`src/hw/rtl/gfm_pkg.sv`:
```
// shared types, constants and carry-less helper functions for the gf(2^128) mac pipeline
// no dependencies
package gfm_pkg;

    localparam int WORD_W     = 64;
    localparam int ELEM_W     = 2 * WORD_W;
    localparam int HALF_W     = WORD_W / 2;
    localparam int PP_W       = WORD_W + HALF_W - 1;
    localparam int NUM_PP     = 8;
    localparam int CFG_INDEX_W = 8;

    localparam logic [7:0] POLY_TAIL = 8'h87;

    localparam logic [CFG_INDEX_W-1:0] REG_MULT_LO = CFG_INDEX_W'(0);
    localparam logic [CFG_INDEX_W-1:0] REG_MULT_HI = CFG_INDEX_W'(1);

    typedef logic [WORD_W-1:0] word_t;
    typedef logic [ELEM_W-1:0] elem_t;
    typedef logic [PP_W-1:0]   pp_t;

    // partial products: index 2*n + h, n = ll, lh, hl, hh, h = half of multiplier word
    typedef struct packed {
        pp_t [NUM_PP-1:0] pp;
        elem_t            acc;
    } mul_stage_t;

    typedef struct packed {
        word_t p2;
        word_t p1;
        word_t p0;
        elem_t acc;
    } fold_stage_t;

    // 64 x 32 carry-less product, each output bit an independent parity
    function automatic pp_t clmul64x32(input word_t a, input logic [HALF_W-1:0] b);
        pp_t                r;
        logic [HALF_W-1:0]  v;
        int                 idx;
        r = '0;
        for (int k = 0; k < PP_W; k++) begin
            v = '0;
            for (int j = 0; j < HALF_W; j++) begin
                idx = k - j;
                if (idx >= 0 && idx < WORD_W) begin
                    v[j] = a[idx[5:0]] & b[j];
                end
            end
            r[k] = ^v;
        end
        return r;
    endfunction

    // multiply a word by the reduction tail
    function automatic elem_t fold_tail(input word_t a);
        elem_t r;
        r = '0;
        for (int i = 0; i < 8; i++) begin
            if (POLY_TAIL[i]) begin
                r = r ^ (elem_t'(a) << i);
            end
        end
        return r;
    endfunction

endpackage

```
`src/hw/rtl/gfm_fold_stage.sv`:
```
// second pipeline stage: assemble the 256-bit product and fold the top word
// depends on gfm_pkg
module gfm_fold_stage (
    input  logic                 aclk,
    input  logic                 aresetn,
    input  logic                 in_valid,
    output logic                 in_ready,
    input  gfm_pkg::mul_stage_t  in_data,
    output logic                 out_valid,
    input  logic                 out_ready,
    output gfm_pkg::fold_stage_t out_data
);
    import gfm_pkg::*;

    logic        valid_reg;
    fold_stage_t data_reg;
    fold_stage_t data_next;

    elem_t       c_ll;
    elem_t       c_lh;
    elem_t       c_hl;
    elem_t       c_hh;
    logic [2*ELEM_W-1:0] prod;
    elem_t       f;

    assign in_ready = !valid_reg || out_ready;

    always_comb begin
        c_ll = elem_t'(in_data.pp[0]) ^ (elem_t'(in_data.pp[1]) << HALF_W);
        c_lh = elem_t'(in_data.pp[2]) ^ (elem_t'(in_data.pp[3]) << HALF_W);
        c_hl = elem_t'(in_data.pp[4]) ^ (elem_t'(in_data.pp[5]) << HALF_W);
        c_hh = elem_t'(in_data.pp[6]) ^ (elem_t'(in_data.pp[7]) << HALF_W);
        prod = {c_hh, c_ll} ^ ({ELEM_W'(0), c_lh ^ c_hl} << WORD_W);
        f    = fold_tail(prod[4*WORD_W-1:3*WORD_W]);
        data_next.acc = in_data.acc;
        data_next.p0  = prod[WORD_W-1:0];
        data_next.p1  = prod[2*WORD_W-1:WORD_W] ^ f[WORD_W-1:0];
        data_next.p2  = prod[3*WORD_W-1:2*WORD_W] ^ f[ELEM_W-1:WORD_W];
    end

    always_ff @(posedge aclk) begin
        if (!aresetn) begin
            valid_reg <= 1'b0;
        end else if (in_ready) begin
            valid_reg <= in_valid;
        end
        if (in_ready && in_valid) begin
            data_reg <= data_next;
        end
    end

    assign out_valid = valid_reg;
    assign out_data  = data_reg;

endmodule

```
`config.mk`:
```
export PLATFORM = sky130hd
export DESIGN_NAME = gfm_fold_stage
export DESIGN_NICKNAME = d
export VERILOG_FILES = /design/src/hw/rtl/gfm_pkg.sv /design/src/hw/rtl/gfm_fold_stage.sv
export SDC_FILE = /design/constraint.sdc
export NUM_CORES = 1
export LEC_CHECK = 0
export BUFFER_PORTS_ARGS = -buffer_cell sky130_fd_sc_hd__buf_2
export CAP_MARGIN = 10
export CORE_AREA = 4 4 473 475
export DETAILED_ROUTE_END_ITERATION = 12
export DIE_AREA = 0 0 477 479
export PLACE_DENSITY = 0.31
export SETUP_SLACK_MARGIN = 0.02
export SLEW_MARGIN = 10
export SYNTH_ARGS = -nofsm -noshare
export SYNTH_HDL_FRONTEND = slang
export SYNTH_SLANG_ARGS = --single-unit
```
`constraint.sdc`:
```
create_clock -name aclk -period 10.7 [get_ports aclk]
set_input_delay 2.675 -clock aclk [delete_from_list [all_inputs] [get_ports aclk]]
set_output_delay 2.675 -clock aclk [all_outputs]
set_load 0.005 [all_outputs]
```
## Yosys cells after proc, flatten, opt, wreduce, memory -nomap -nowiden

Cells that the tools add are included.

| word-level totals | value |
|---|---|
| word-level logic and storage cells | 19 |
| output and inout port bits | 322 |
| register bits after elaboration | 321 |
| bits of input ports | 892 |

| operators by class | value |
|---|---|
| reduce and logical (&&, ||, !) cells | 3 |
| bitwise logic cells | 11 |

Operator list:

| cell | count |
|---|---|
| bitwise XOR 95 x 127 -> 127 bit | 4 |
| bitwise XOR 255 x 191 -> 255 bit | 1 |
| bitwise XOR 127 bit | 1 |
| bitwise XOR 65 x 70 -> 70 bit | 1 |
| bitwise XOR 64 x 65 -> 65 bit | 1 |
| bitwise XOR 63 x 64 -> 64 bit | 1 |
| bitwise XOR 64 x 6 -> 64 bit | 1 |
| bitwise XOR 64 bit | 1 |
| logical AND 1 bit | 1 |
| zero test 1 bit | 1 |
| logical OR 1 bit | 1 |

## Longest topological paths before layout

| logic depth | value |
|---|---|
| word-level depth | 7 |
| gate-level depth with buffers | 3 |
| depth with buffers taken out | 3 |

## Least setup slack after synthesis

No wires, ideal clock.

| path | value |
|---|---|
| path type | input-to-reg |
| start | input port out_ready |
| end | register data_reg (netlist bit out_data[0]), enable pin |
| stages on the path | 2 |
| library setup time | 723 ps |
| buffers on the path | 0 |
| arrival time | 10,086 ps |
| path slack | -109 ps |
| data required time | 9,977 ps |
| path through | nand2b_1 -> and2_1 |

| between the ends | value |
|---|---|
| word-level cells in the longest chain between the ends | 2 |

Ends and longest elaborated chain:

| item | RTL line | RTL |
|---|---|---|
| from (decl) | gfm_fold_stage.sv:10 | `input logic out_ready,` |
| logical OR 1 bit | gfm_fold_stage.sv:26 | `assign in_ready = !valid_reg \|\| out_ready;` |
| logical AND 1 bit | gfm_fold_stage.sv:47 | `if (in_ready && in_valid) begin` |
| to (signal assigned) | gfm_fold_stage.sv:48 | `data_reg <= data_next;` |
| to (decl) | gfm_fold_stage.sv:16 | `fold_stage_t data_reg;` |

No other way between the ends.
A chain may end at the register's enable or synchronous reset.

## Worst setup path after layout

| path | value |
|---|---|
| start | input port out_ready |
| end | output port in_ready |

| between the ends | value |
|---|---|
| word-level cells in the longest chain between the ends | 1 |

Ends and longest elaborated chain:

| item | RTL line | RTL |
|---|---|---|
| logical OR 1 bit | gfm_fold_stage.sv:26 |  |
| to (decl) | gfm_fold_stage.sv:7 | `output logic in_ready,` |

No other way between the ends.

==> flow_metrics.env <==
export IMPL_outcome="finished clean"
export IMPL_slew_headroom=0.3341
export IMPL_clk_latency_ps=670
export IMPL_grt_max_degree=103
export IMPL_io_buffers=1213
export IMPL_drt_initial_drc_count=503
export IMPL_dp_hpwl_um=118800
export IMPL_power_density_nw_per_um2=168.5
export IMPL_synth_top_family_by_area="XOR/XNOR gates"
export IMPL_cts_resized_gates=0
export IMPL_timing_fmax_ghz=0.1714
export IMPL_total_leakage_power_nw=11.32
export IMPL_post_route_period_util=0.5451
export IMPL_rows=172
export IMPL_cpMostUsedCell="buf_2"
export IMPL_die_area_um2=228500
export IMPL_core_area_um2=219300
export IMPL_cts_setup_buffers=0
export IMPL_hold_violations=0
export IMPL_cap_violations=0
export IMPL_vias_per_cell=2.593
export IMPL_routed_wl_um=132000
export IMPL_worst_slew_pin_slew_ps=991.7
export IMPL_tritoncts="done"
export IMPL_cts_path_max_buffers=3
export IMPL_synthXorXnorAreaFrac=0.4115
export IMPL_syn_area_per_cell_um2=16.53
export IMPL_start_kind="primary input"
export IMPL_root_buffer="clkbuf_16"
export IMPL_drv_slew=0
export IMPL_yosys_warnings=0
export IMPL_r2r_slack_ps=8040
export IMPL_slowest_delay_ps=210
export IMPL_multiInputGateArea_um2=6802
export IMPL_htreeDepth=2
export IMPL_grt_pass1_wl_um=160200
export IMPL_worstPathArrival_ps=3160
export IMPL_setup_violations_final=0
export IMPL_r2r_end="out_data[138]$_DFFE_PP_"
export IMPL_antenna_found_initial=124
export IMPL_muxShareOfSynthArea=0
export IMPL_synth_simple_area_share=0.0007628
export IMPL_min_path_type="reg2reg"
export IMPL_ys_types=10
export IMPL_layout_commonest_cell="buf_2"
export IMPL_layout_nets=3164
export IMPL_drive_above_1_share=0.5703
export IMPL_grt_pass1_vias=14360
export IMPL_ant_nets=0
export IMPL_globalRouteTotalUtil=0.1101
export IMPL_synthAdderAreaFrac=0
export IMPL_synth_compound_area_frac=0.0004577
export IMPL_timing_final_crit_period_ps=5833
export IMPL_reg2reg_from="out_valid$_SDFFE_PN0P_"
export IMPL_synth_area_um2=16400
export IMPL_netlist_instances=992
export IMPL_initial_core_util=0.07479
export IMPL_grt_overflow=0
export IMPL_vias=13500
export IMPL_critPathSlowestCell="nand2b_1"
export IMPL_path_max_fanout=3
export IMPL_reg2reg_depth=4
export IMPL_numCtsBuffers=51
export IMPL_dr_pass1_iters=4
export IMPL_path_class="in2out"
export IMPL_cts_sinks=321
export IMPL_rsz0062_at_grt="no"
export IMPL_nFillCells=25070
export IMPL_die_y_um=479
export IMPL_syn2layout_area_growth_pct=70.81
export IMPL_min_from="out_valid$_SDFFE_PN0P_"
export IMPL_post_drt_wl_per_cell_um=25.35
export IMPL_p_total_mw=4.719
export IMPL_fin_setup_tns_ps=0
export IMPL_synth_seq_cells=321
export IMPL_drc=0
export IMPL_gp_congestion=0.8759
export IMPL_hold_path_depth=2
export IMPL_clk_pin_slew_ps=60
export IMPL_worst_ep_required_time_ps=8030
export IMPL_fin_skew_ps=26.12
export IMPL_peakVddDrop_mv=0.1118
export IMPL_syn_nets=1884
export IMPL_final_cell_mix="buf_2, xnor2_1, edfxtp_1"
export IMPL_regArea_um2=9629
export IMPL_ioPinCount=1214
export IMPL_path_cells="buf_2 -> nand2b_1 -> buf_2"
export IMPL_hold_end="out_valid$_SDFFE_PN0P_"
export IMPL_ys_seq_area_frac=0.5871
export IMPL_crit_path_end_kind="primary output"
export IMPL_fp_dieW_um=477
export IMPL_hold_buffers=0
[kinds of logic after synthesis]
logic type      Yosys count
compound gates            1
xor+xnor                667
buf+inv                   1
flops                   321
simple gates              2
[worst max path at each step]
stage / slack [ps] / startpoint / end
6_report: 4870 / out_ready / in_ready
3_5_place_dp: 4850 / out_ready / in_ready
3_3_place_gp: 4840 / out_ready / in_ready
2_1_floorplan: 3510 / out_ready / out_data[0]$_DFFE_PP_
4_1_cts: 4850 / out_ready / in_ready
5_1_grt: 4840 / out_ready / in_ready
[where the power goes]
part	total [mW]	switching [mW]	leakage [nW]	internal, mW
sequential	1.65	0.0475	3.10	1.60
combinational	1.28	0.698	7.38	0.584
clock	1.79	0.735	0.833	1.05
total	4.72	1.48	11.3	3.24
[registers in the layout, indices dropped and copies added, names as in the netlist]
register   cells
out_data     320
out_valid      1
[per-layer routing]
layer	global-route usage	wire, um	share of wire
met5	0	302	0.0023
met4	0.02092	2758	0.021
met3	0.06078	17700	0.13
met2	0.1704	56790	0.43
met1	0.1347	54480	0.41
[Yosys cell counts]
| library cell | instances | area (um^2) |
|---|---|---|
| xnor2_1 | 488 | 4274 |
| nand2b_1 | 1 | 6.260 |
| and2_1 | 1 | 6.260 |
| xnor2_2 | 9 | 146.4 |
| xnor3_1 | 61 | 1374 |
| dfxtp_1 | 1 | 20.02 |
| a21boi_0 | 1 | 7.510 |
| edfxtp_1 | 320 | 9609 |
| inv_1 | 1 | 3.750 |
| xor2_1 | 109 | 954.7 |
[critical path: cells and delay by family]
family                 cells  cell delay, ps
buffers and inverters      2             270
AND/OR/NAND/NOR            1             210
[cell type report]
cell class	count	area share
sequential	321	0.3437
clock inverter	31	0.01304
tap	2871	0.1282
timing repair buffer	1227	0.2213
antenna	24	0.002144
inverter	1	0.0001340
multi-input combinational	670	0.2428
clock buffer	63	0.04864
[per-stage QoR]
step	setup WS (ps)	cells	instance area, um^2	utilization	hold slack, ps
6_report	4867	5208	28020	0.1278	636.5
5_1_grt	4843	5187	27960	0.1275	685.8
4_1_cts	4849	5184	27960	0.1275	663.0
3_5_place_dp	4854	5090	26230	0.1196	651.3
3_3_place_gp	4842	5090	26230	0.1196	659.5
2_1_floorplan	3509	992	16400	-	536.4
No activity file was read; power rests on OpenSTA's default activity.
