`src/hw/rtl/gfm_pkg.sv`:
```
// shared types, constants and carry-less helper functions for the gf(2^128) mac pipeline
// no dependencies
package gfm_pkg;

    localparam int WORD_W     = 64;
    localparam int ELEM_W     = 2 * WORD_W;
    localparam int HALF_W     = WORD_W / 2;
    localparam int PP_W       = WORD_W + HALF_W - 1;
    localparam int NUM_PP     = 8;
    localparam int CFG_INDEX_W = 8;

    localparam logic [7:0] POLY_TAIL = 8'h87;

    localparam logic [CFG_INDEX_W-1:0] REG_MULT_LO = CFG_INDEX_W'(0);
    localparam logic [CFG_INDEX_W-1:0] REG_MULT_HI = CFG_INDEX_W'(1);

    typedef logic [WORD_W-1:0] word_t;
    typedef logic [ELEM_W-1:0] elem_t;
    typedef logic [PP_W-1:0]   pp_t;

    // partial products: index 2*n + h, n = ll, lh, hl, hh, h = half of multiplier word
    typedef struct packed {
        pp_t [NUM_PP-1:0] pp;
        elem_t            acc;
    } mul_stage_t;

    typedef struct packed {
        word_t p2;
        word_t p1;
        word_t p0;
        elem_t acc;
    } fold_stage_t;

    // 64 x 32 carry-less product, each output bit an independent parity
    function automatic pp_t clmul64x32(input word_t a, input logic [HALF_W-1:0] b);
        pp_t                r;
        logic [HALF_W-1:0]  v;
        int                 idx;
        r = '0;
        for (int k = 0; k < PP_W; k++) begin
            v = '0;
            for (int j = 0; j < HALF_W; j++) begin
                idx = k - j;
                if (idx >= 0 && idx < WORD_W) begin
                    v[j] = a[idx[5:0]] & b[j];
                end
            end
            r[k] = ^v;
        end
        return r;
    endfunction

    // multiply a word by the reduction tail
    function automatic elem_t fold_tail(input word_t a);
        elem_t r;
        r = '0;
        for (int i = 0; i < 8; i++) begin
            if (POLY_TAIL[i]) begin
                r = r ^ (elem_t'(a) << i);
            end
        end
        return r;
    endfunction

endpackage

```
`src/hw/rtl/gfm_out_stage.sv`:
```
// last pipeline stage: second fold, accumulator xor and the output register
// depends on gfm_pkg
module gfm_out_stage (
    input  logic                 aclk,
    input  logic                 aresetn,
    input  logic                 in_valid,
    output logic                 in_ready,
    input  gfm_pkg::fold_stage_t in_data,
    output logic                 out_valid,
    input  logic                 out_ready,
    output gfm_pkg::word_t       sum_lo,
    output gfm_pkg::word_t       sum_hi
);
    import gfm_pkg::*;

    logic  valid_reg;
    elem_t sum_reg;
    elem_t sum_next;
    elem_t g;

    assign in_ready = !valid_reg || out_ready;

    always_comb begin
        g        = fold_tail(in_data.p2);
        sum_next = in_data.acc ^ {in_data.p1, in_data.p0} ^ g;
    end

    always_ff @(posedge aclk) begin
        if (!aresetn) begin
            valid_reg <= 1'b0;
        end else if (in_ready) begin
            valid_reg <= in_valid;
        end
        if (in_ready && in_valid) begin
            sum_reg <= sum_next;
        end
    end

    assign out_valid = valid_reg;
    assign sum_lo    = sum_reg[WORD_W-1:0];
    assign sum_hi    = sum_reg[ELEM_W-1:WORD_W];

endmodule

```
`config.mk`:
```
export PLATFORM = sky130hd
export DESIGN_NAME = gfm_out_stage
export DESIGN_NICKNAME = d
export VERILOG_FILES = /design/src/hw/rtl/gfm_pkg.sv /design/src/hw/rtl/gfm_out_stage.sv
export SDC_FILE = /design/constraint.sdc
export NUM_CORES = 1
export LEC_CHECK = 0
export BUFFER_PORTS_ARGS = -buffer_cell sky130_fd_sc_hd__buf_2
export CAP_MARGIN = 20
export CORE_AREA = 2 2 175 177
export CTS_BUF_LIST = sky130_fd_sc_hd__clkbuf_16
export DETAILED_ROUTE_END_ITERATION = 10
export DIE_AREA = 0 0 177 179
export PLACE_DENSITY = 0.61
export SLEW_MARGIN = 25
export SYNTH_ARGS = -nofsm -noshare
export SYNTH_HDL_FRONTEND = slang
export SYNTH_SLANG_ARGS = --single-unit
```
`constraint.sdc`:
```
create_clock -name aclk -period 9.6 [get_ports aclk]
set_clock_uncertainty 0.15 [all_clocks]
set_input_delay 1.92 -clock aclk [delete_from_list [all_inputs] [get_ports aclk]]
set_output_delay 1.92 -clock aclk [all_outputs]
set_load 0.05 [all_outputs]
```
After elaboration in Yosys (flattened, before gate mapping)
Index checks and enable logic that the tools add are counted.
{"block": "op_classes", "n_reduce_logical": 3, "bitwise": 5}
{"op": "$xor A128 B128 Y128", "n": 1}
{"op": "$xor A128 B71 Y128", "n": 1}
{"op": "$xor A66 B71 Y71", "n": 1}
{"op": "$xor A65 B66 Y66", "n": 1}
{"op": "$xor A64 B65 Y65", "n": 1}
{"op": "$logic_and A1 B1 Y1", "n": 1}
{"op": "$logic_not A1 Y1", "n": 1}
{"op": "$logic_or A1 B1 Y1", "n": 1}
{"block": "totals", "regBits": 129, "inputBits": 324}

Depth between registers and ports, before layout
Gate-level depths: netlist of the first run.
{"block": "depth", "depth_word": 4, "ltp_mapped": 3, "mapped_depth_nobuf": 2}

Least setup slack after synthesis of the first run
OpenSTA, ideal clock, no wires.
{"block": "synth_path", "path_kind": "input port to flip-flop", "startpoint": "input port out_ready", "endpoint": "register sum_reg[0] (enable)", "path_stages": 2, "setup_ps": 502, "setup_slack_ps": 3554, "t_arrival_ps": 5394, "path_cell_list": "nand2b_1 > and2_1"}
{"block": "synth_between", "elab_chain_cells": 2}
{"element": "start: declaration", "line": "gfm_out_stage.sv:10", "text": "input logic out_ready,"}
{"element": "$logic_or A1 B1 Y1", "line": "gfm_out_stage.sv:21", "text": "assign in_ready = !valid_reg || out_ready;"}
{"element": "$logic_and A1 B1 Y1", "line": "gfm_out_stage.sv:34", "text": "if (in_ready && in_valid) begin"}
{"element": "end signal: assignment", "line": "gfm_out_stage.sv:35", "text": "sum_reg <= sum_next;"}
{"element": "end: declaration", "line": "gfm_out_stage.sv:17", "text": "elem_t sum_reg;"}
Every way passes these cells.
A chain may end at the register's enable or synchronous reset.

Worst setup path in the final report of the first run
{"block": "layout_path", "startpoint": "input port out_ready", "endpoint": "output port in_ready"}
{"block": "layout_between", "elab_chain_cells": 1}
{"element": "$logic_or A1 B1 Y1", "line": "gfm_out_stage.sv:21"}
{"element": "end: declaration", "line": "gfm_out_stage.sv:7", "text": "output logic in_ready,"}
Every way passes these cells.

==> run summary, run 1 <==
The run finished with clean final reports. The run gives 1220 as the number of nets in the final layout. The count of buffers from port buffering works out to 453. By area, the combinational part of the netlist is dominated by XOR/XNOR gates.

The area of combinational cells with multiple inputs is 3430 µm², and the compound-gate portion of the synthesized area is 0.103%. The synthesized netlist occupies a cell area of 7300 µm². The largest fanout on the critical path was 3. The routed layout has 5011 vias.

The endpoint identified for the worst register-to-register timing path is sum_reg[42]$_DFFE_PP_. The tools report the via count of the first global-routing pass as 5202. Post-synthesis xor/xnor area fraction: 46.6%. The hold violation total from the final report came out at 0. The height of the chip is 179 µm, and the overall die area is 31700 µm². The static leakage was 4.94 nW; the routability congestion estimate from global placement was 0.829. Ranked by total cell area, the synthesized netlist is headed by edfxtp_1 53%, xnor2_1 19%, xnor3_1 19%. The final layout contains routed wiring with a total length of 20700 µm. Pin placement for this block handled 454 I/O pins. The core region is 30000 µm². The clock passes through at most 2 buffers. Once detailed placement completed, the half-perimeter wirelength came to 17100 µm.

For this run the aggregate overflow at the end of global routing stands at 0. The total inserted antenna cells was 0; the worst ir drop on vdd was 0.0000784 V. The total number of yosys warnings was 0. The synthesized design spends more area on one cell type than any other, namely edfxtp_1. The post-detailed-route count of antenna-violating nets is 0, and the hold buffer count at cts is 0.

The tools report the worst hold slack as 0.399 ns. The worst-skew pair later-pin latency is 0.41 ns, and the number of flops mapped to enable cells by yosys is 128. For this run, the total global-route usage over all layers was measured as 12.3%.

TritonCTS built the clock tree. The flip-flop count of the largest register, all copies and words added was 128. The startpoint identified for the worst register-to-register timing path is out_valid$_SDFFE_PN0P_. The layout overhead on the synthesized area was 46.0%; the number of endpoints failing setup at the final stage was 0. Net switching is 33.0% of the power. Dividing the detail-routed wire length by the instance count gives 15.9 µm. The cell row count was 64; the initial antenna violation count was 0.

The floorplan step set the die width to 177 µm. Clock-pin slew was measured on the worst setup and hold paths at 0.06 ns. In this run the power spent charging and discharging nets is 0.686 mW.

The tree built by TritonCTS fans out to 129 sinks. The startpoint identified for the worst hold timing path is out_valid$_SDFFE_PN0P_. Static timing analysis puts the maximum clock frequency at 224 MHz.

The first routing iteration left 189 violations. The clock network burns 31.9% of the power. The capture endpoint of the worst hold path was out_valid$_SDFFE_PN0P_.

Post-synthesis area per instance: 17.2 µm². The worst setup path is launched from an input port. The first detailed-routing pass ran for 4 iterations. Required time at the endpoint of the critical path: 7.53 ns.

The time the worst path needs with I/O delays and setup was 4.47 ns; the post-synthesis sequential area ratio was 52.9%. The kind of path behind the tightest hold check was flop to flop. The primary flip-flop cell chosen by synthesis mapping is edfxtp_1.

The run gives 0 as the number of violations of the max-capacitance limit. The most common cell in the synthesized netlist is xnor2_1. The worst setup path is of the input port to output port kind.

When the netlist entered floorplanning its net count stood at 749. Summing the areas of all and, or, nand and nor instances in the mapped netlist gives 0.171% of the synthesized area. For this run, design rule violations remaining after detail routing come to 0. Measured in cells, the most critical reg-to-reg path has a length of 3.

The worst slew slack as a fraction of its limit is 37.9%. At the pin with the least slew margin, the transition time is 0.932 ns. Power density relative to cell area: 195 nW/µm².

The tools report the total clock buffers created by CTS as 17. In this run, synthesis produced a sequential element count of 129. The sequential standard cell area was 3860 µm²; the slack of the worst reg-to-reg path was 7.07 ns. CTS built an H-tree with a depth of 4.

The number of gates resized after CTS was 0. The async set-reset flop share out of synthesis is 0%. Using the TritonRoute via totals, the vias-per-cell ratio works out to 3.84.

Counting distinct cell types in the post-synthesis netlist gives 10. The final clock period utilization by the worst path was 46.5%. The cell count after synthesis came out at 425. Measured against the total synthesized area, the mux share comes to 0%. In this run the biggest area consumer among cell types represents 52.6% of the synthesized area.

The layout filler cell count was 2991. STA classifies the critical path endpoint as an output port. Counting instances in the post-synthesis netlist gives the leading cell types as 162 x xnor2_1, 128 x edfxtp_1, 65 x xor2_1, 63 x xnor3_1, 2 x clkbuf_2. The arrival time at the worst endpoint was 2.40 ns. Adding up every negative setup slack in the final design gives 0 ns. Of the cells placed in the final design, the portion with a size suffix greater than 1 is 53.4%. The internal portion of the total power is 1.40 mW. Entering global routing, the biggest net connects 68 pins. In this run, the combinational gates consume 32.5% of the power. The adder-cell share of the synthesized area came out at 0%.

The master cell of the clock root buffer is clkbuf_16. For the setup fix buffers added after clock tree synthesis, the log shows 0. The first global-routing pass estimated 28500 µm of wire. Setup repair after global routing left no endpoint under its margin. Once the floorplan was initialized, standard cells occupied 24.3% of the core. The final max-slew violation count is 0, and the power share of the sequential group is 35.6%.

The worst hold path passes through 2 cells.
logic make-up after synthesis:
logic type	after synthesis
buffers and inverters	3
and+or+nand+nor	2
DFF	129
AOI/OAI and AO/OA	1
xor gates and xnor gates	290
through the flow:
step,utilization [%],instances,setup WS [ns],power [mW],cell area (µm²)
2_1_floorplan,-,425,3.55,1.23,7300
3_3_place_gp,33.5,1273,5.14,1.43,10100
3_5_place_dp,33.5,1273,5.13,1.44,10100
4_1_cts,35.5,1305,5.13,2.12,10700
5_1_grt,35.5,1305,5.08,2.17,10700
6_report,35.5,1305,5.13,2.08,10700
worst max-delay path, cell delays in order:
cell and delay, ns:
buf_2 0.10, nand2b_1 0.16, buf_2 0.22
cell type report:
class                           instances  area share (%)
Clock inverter                         15            1.60
Clock buffer                           17            3.99
Inverter                                1          0.0352
Timing Repair Buffer                  454            21.3
Multi-Input combinational cell        293            32.2
Sequential cell                       129            36.2
Tap cell                              396            4.65
power by group through the flow:
stage	Clock (mW)	Combinational, mW	Sequential, mW
after detailed placement	0	0.683	0.753
after floorplan	0	0.228	1.00
after CTS	0.689	0.686	0.742
after global routing	0.712	0.711	0.747
final	0.665	0.676	0.740
after global placement	0	0.679	0.751
cell usage in the layout, fill, tap and decap left out:
master,n
bufinv_16,3
clkinv_4,3
inv_6,1
clkinv_2,3
inv_1,3
nand2b_1,1
dfxtp_1,1
buf_4,1
xnor3_1,63
xnor2_1,162
and2_4,1
clkbuf_16,17
clkinvlp_4,3
edfxtp_1,128
a21boi_0,1
buf_2,453
xor2_1,65
worst max path at each step:
| stage | start | to | slack (ns) | depth (start not counted) |
|---|---|---|---|---|
| final | out_ready | in_ready | 5.13 | 3 |
| after global routing | out_ready | in_ready | 5.08 | 3 |
| after CTS | out_ready | in_ready | 5.13 | 3 |
| after detailed placement | out_ready | in_ready | 5.13 | 3 |
| after global placement | out_ready | in_ready | 5.14 | 3 |
| after floorplan | out_ready | sum_reg[0]$_DFFE_PP_ | 3.55 | 2 |
routing by layer:
| metal | track usage, % | vias to the layer above | routed length [µm] |
|---|---|---|---|
| li1 | - | 2424 | - |
| met1 | 13.4 | 2297 | 7740 |
| met2 | 22.7 | 281 | 10900 |
| met3 | 3.88 | 9 | 1860 |
| met4 | 3.62 | 0 | 216 |
| met5 | 0 | - | 0 |
Power figures use the tool's default switching activity.
==> inputs of run 2 (changes only) <==
CORE_AREA = 2 2 177 179   (was 2 2 175 177)
DIE_AREA = 0 0 179 181   (was 0 0 177 179)
PLACE_DENSITY = 0.62   (was 0.61)
clock period = 3.8 ns   (was 9.6 ns; I/O delays follow)
==> run 2 against run 1 <==
Via count is 0.78% higher. Core utilization is 0.21 points lower. Worst setup slack worse by 3.5 ns. Critical endpoint unchanged. Hold slack better by 0.0010 ns. Clock power grew to 2.7 times the previous value. Clock-buffer cell count stayed put.
==> run summary, run 2 (synthesis gave the netlist of run 1 again) <==
For the routability congestion estimate from global placement, the log shows 0.810. At the end of the flow, the number of nets in the layout was 1220. The first-pass GRT wire length is 30800 µm. The total I/O pin count was 454. For the cell row count, the log shows 64.

The layout overhead on the synthesized area works out to 46.7%. Startpoint kind of the worst setup timing path: an input port. The worst slew slack as a fraction of its limit is 51.7%. The die is 181 µm tall. The slack of the worst reg-to-reg path is 2.08 ns, and the power density relative to cell area is 501 nW/µm². Leaving out fill and tap cells, the most frequent cell in the layout is buf_2.

The overall die area is 32400 µm², and the total half-perimeter wirelength after legalization and detailed placement is 18100 µm. The worst hold path passes through 2 cells. The run gives 4 as the H-tree level count. The tools report the initial antenna violation count as 1.

Measured along the x axis, the die boundary spans 179 µm. Master of the slowest instance on the critical path: buf_2. The hold violation total from the final report is 0. The run gives 3012 as the layout filler cell count. The critical path is of the input port to output port type. Slew at the pin with the worst max-slew slack: 0.724 ns. In this run the worst hold path is classified as flop to flop. For this run, global-route usage on met1 was measured as 13.5%. For this run, the total global-route usage over all layers was measured as 13.0%.

Most used routing layer: met2. Setup violations remaining at the end of the flow were counted as 0. The static leakage came out at 4.95 nW. In the routed design, unresolved DRC markers number 0.

Counting the buffers created by CTS gives 17. In this run the critical register-to-register path is launched from out_valid$_SDFFE_PN0P_. Accumulated negative setup slack: 0 ns. The initial utilization of the core area, before any placement, comes to 24.1%.

The signal on the critical path passes through buf_2 -> nand2b_1 -> buf_2. For the finished layout, the period the worst path requires is 2.14 ns. The most repeated library cell on the critical path is buf_2.

The library cells used most frequently in the layout, excluding fill and tap cells, are 453 x buf_2, 162 x xnor2_1, 128 x edfxtp_1. Timing analysis after detailed placement gives a worst setup slack of 1.54 ns. The final max-slew violation count was 0; the number of violations of the max-capacitance limit was 0. The tree is rooted in a clkbuf_16. Entering global routing, the biggest net connects 129 pins. IR analysis of the VDD net gives a maximum drop of 0.000259 V. Global routing finished with a remaining overflow of 0. Clock latency on the worst-skew pair, taken at its later pin, is 0.41 ns. The run finished with clean final reports. The area of combinational cells with multiple inputs is 3430 µm², and the required time at the endpoint of the critical path is 2.89 ns. The count of buffers added on input and output ports is 453. The path depth of the worst reg2reg path works out to 3. Dividing the detail-routed via count by the number of cells gives 3.87. The tools report the placeable core region as 30300 µm². After clock tree synthesis, the repair step resized 0 gates. Based on the critical path, the design can be clocked at up to 466 MHz. Counting along the longest clock path gives a buffer depth of 2.

TritonCTS built the clock tree. The run gives 4.23% as the global-route track usage on met3. The maximum cell stage delay along the critical path was 0.22 ns; the final wirelength was 21800 µm. Setup repair after global routing left no endpoint under its margin. The first routing iteration left 148 violations. The first TritonRoute pass finished after 4 iterations.

After detailed routing, the average wire length per cell comes to 16.7 µm. Buffers inserted to repair hold after CTS numbered 0. Final clock period utilization by the worst path: 56.4%.

The register with the most flip-flops in the layout has 128 of them. After clock tree synthesis, the clock-pin slew on the worst setup and hold paths is 0.06 ns. Once the clock tree was built, the setup fixing pass inserted 0 buffers. Of all nets on the critical path, the largest fanout is 3.

For the met2 usage in global routing, the log shows 24.4%. Detailed routing inserted a total of 5050 vias. The count of nets left with antenna violations once routing finished came out at 0. In this run the critical register-to-register path is captured at sum_reg[22]$_DFFE_PP_.

The capture endpoint of the worst hold path was out_valid$_SDFFE_PN0P_. The nature of the critical path endpoint is an output port. The run gives 5467 as the via count of the first global-routing pass. The share of cells above drive strength 1 came out at 53.5%. Start point of the worst hold path: out_valid$_SDFFE_PN0P_. The worst-case setup margin in the final layout is 1.66 ns, and the arrival time at the worst endpoint is 1.23 ns. In the final layout, flip-flops and latches occupy 3860 µm². The tree built by TritonCTS fans out to 129 sinks.
[run 2: worst max-delay path, delay by kind of cell]
family | cells | cell delay (ns)
buf+inv | 2 | 0.31
simple gates | 1 | 0.16
[run 2: where the power goes]
group          leakage, nW  internal, mW  total [mW]  switching (mW)
clock network        0.302          1.11        1.77           0.663
logic                 3.40         0.670        1.72            1.05
registers             1.25          1.83        1.88          0.0473
[run 2: cell type report]
class,count,area share [%]
Timing Repair Buffer,454,21.4
Clock inverter,15,1.92
Tap cell,396,4.63
Multi-Input combinational cell,293,32.0
Sequential cell,129,36.1
Inverter,1,0.0350
Antenna cell,1,0.0234
Clock buffer,17,3.97
[run 2: worst max-delay path by stage]
stage / from / endpoint / slack (ns) / cells after the start
floorplan: out_ready / sum_reg[0]$_DFFE_PP_ / 0.31 / 2
global placement: out_ready / sum_reg[23]$_DFFE_PP_ / 1.56 / 4
detailed placement: out_ready / sum_reg[22]$_DFFE_PP_ / 1.54 / 4
CTS: out_ready / in_ready / 1.65 / 3
global route: out_ready / in_ready / 1.64 / 3
finish: out_ready / in_ready / 1.66 / 3
[run 2: metal layers]
| layer | up-vias | wire length, µm |
|---|---|---|
| li1 | 2427 | - |
| met1 | 2316 | 7930 |
| met2 | 291 | 11500 |
| met3 | 16 | 2060 |
| met4 | 0 | 374 |
| met5 | - | 0 |
[run 2: stage by stage]
step           area [µm²]  power, mW  util, %  instances  hold slack [ns]
5_1_grt             10700       5.60     35.3       1305            0.427
3_5_place_dp        10100       3.64     33.2       1273            0.392
3_3_place_gp        10100       3.63     33.2       1273            0.378
2_1_floorplan        7310       3.10        -        425            0.749
4_1_cts             10700       5.46     35.3       1305            0.401
6_report            10700       5.36     35.3       1306            0.400
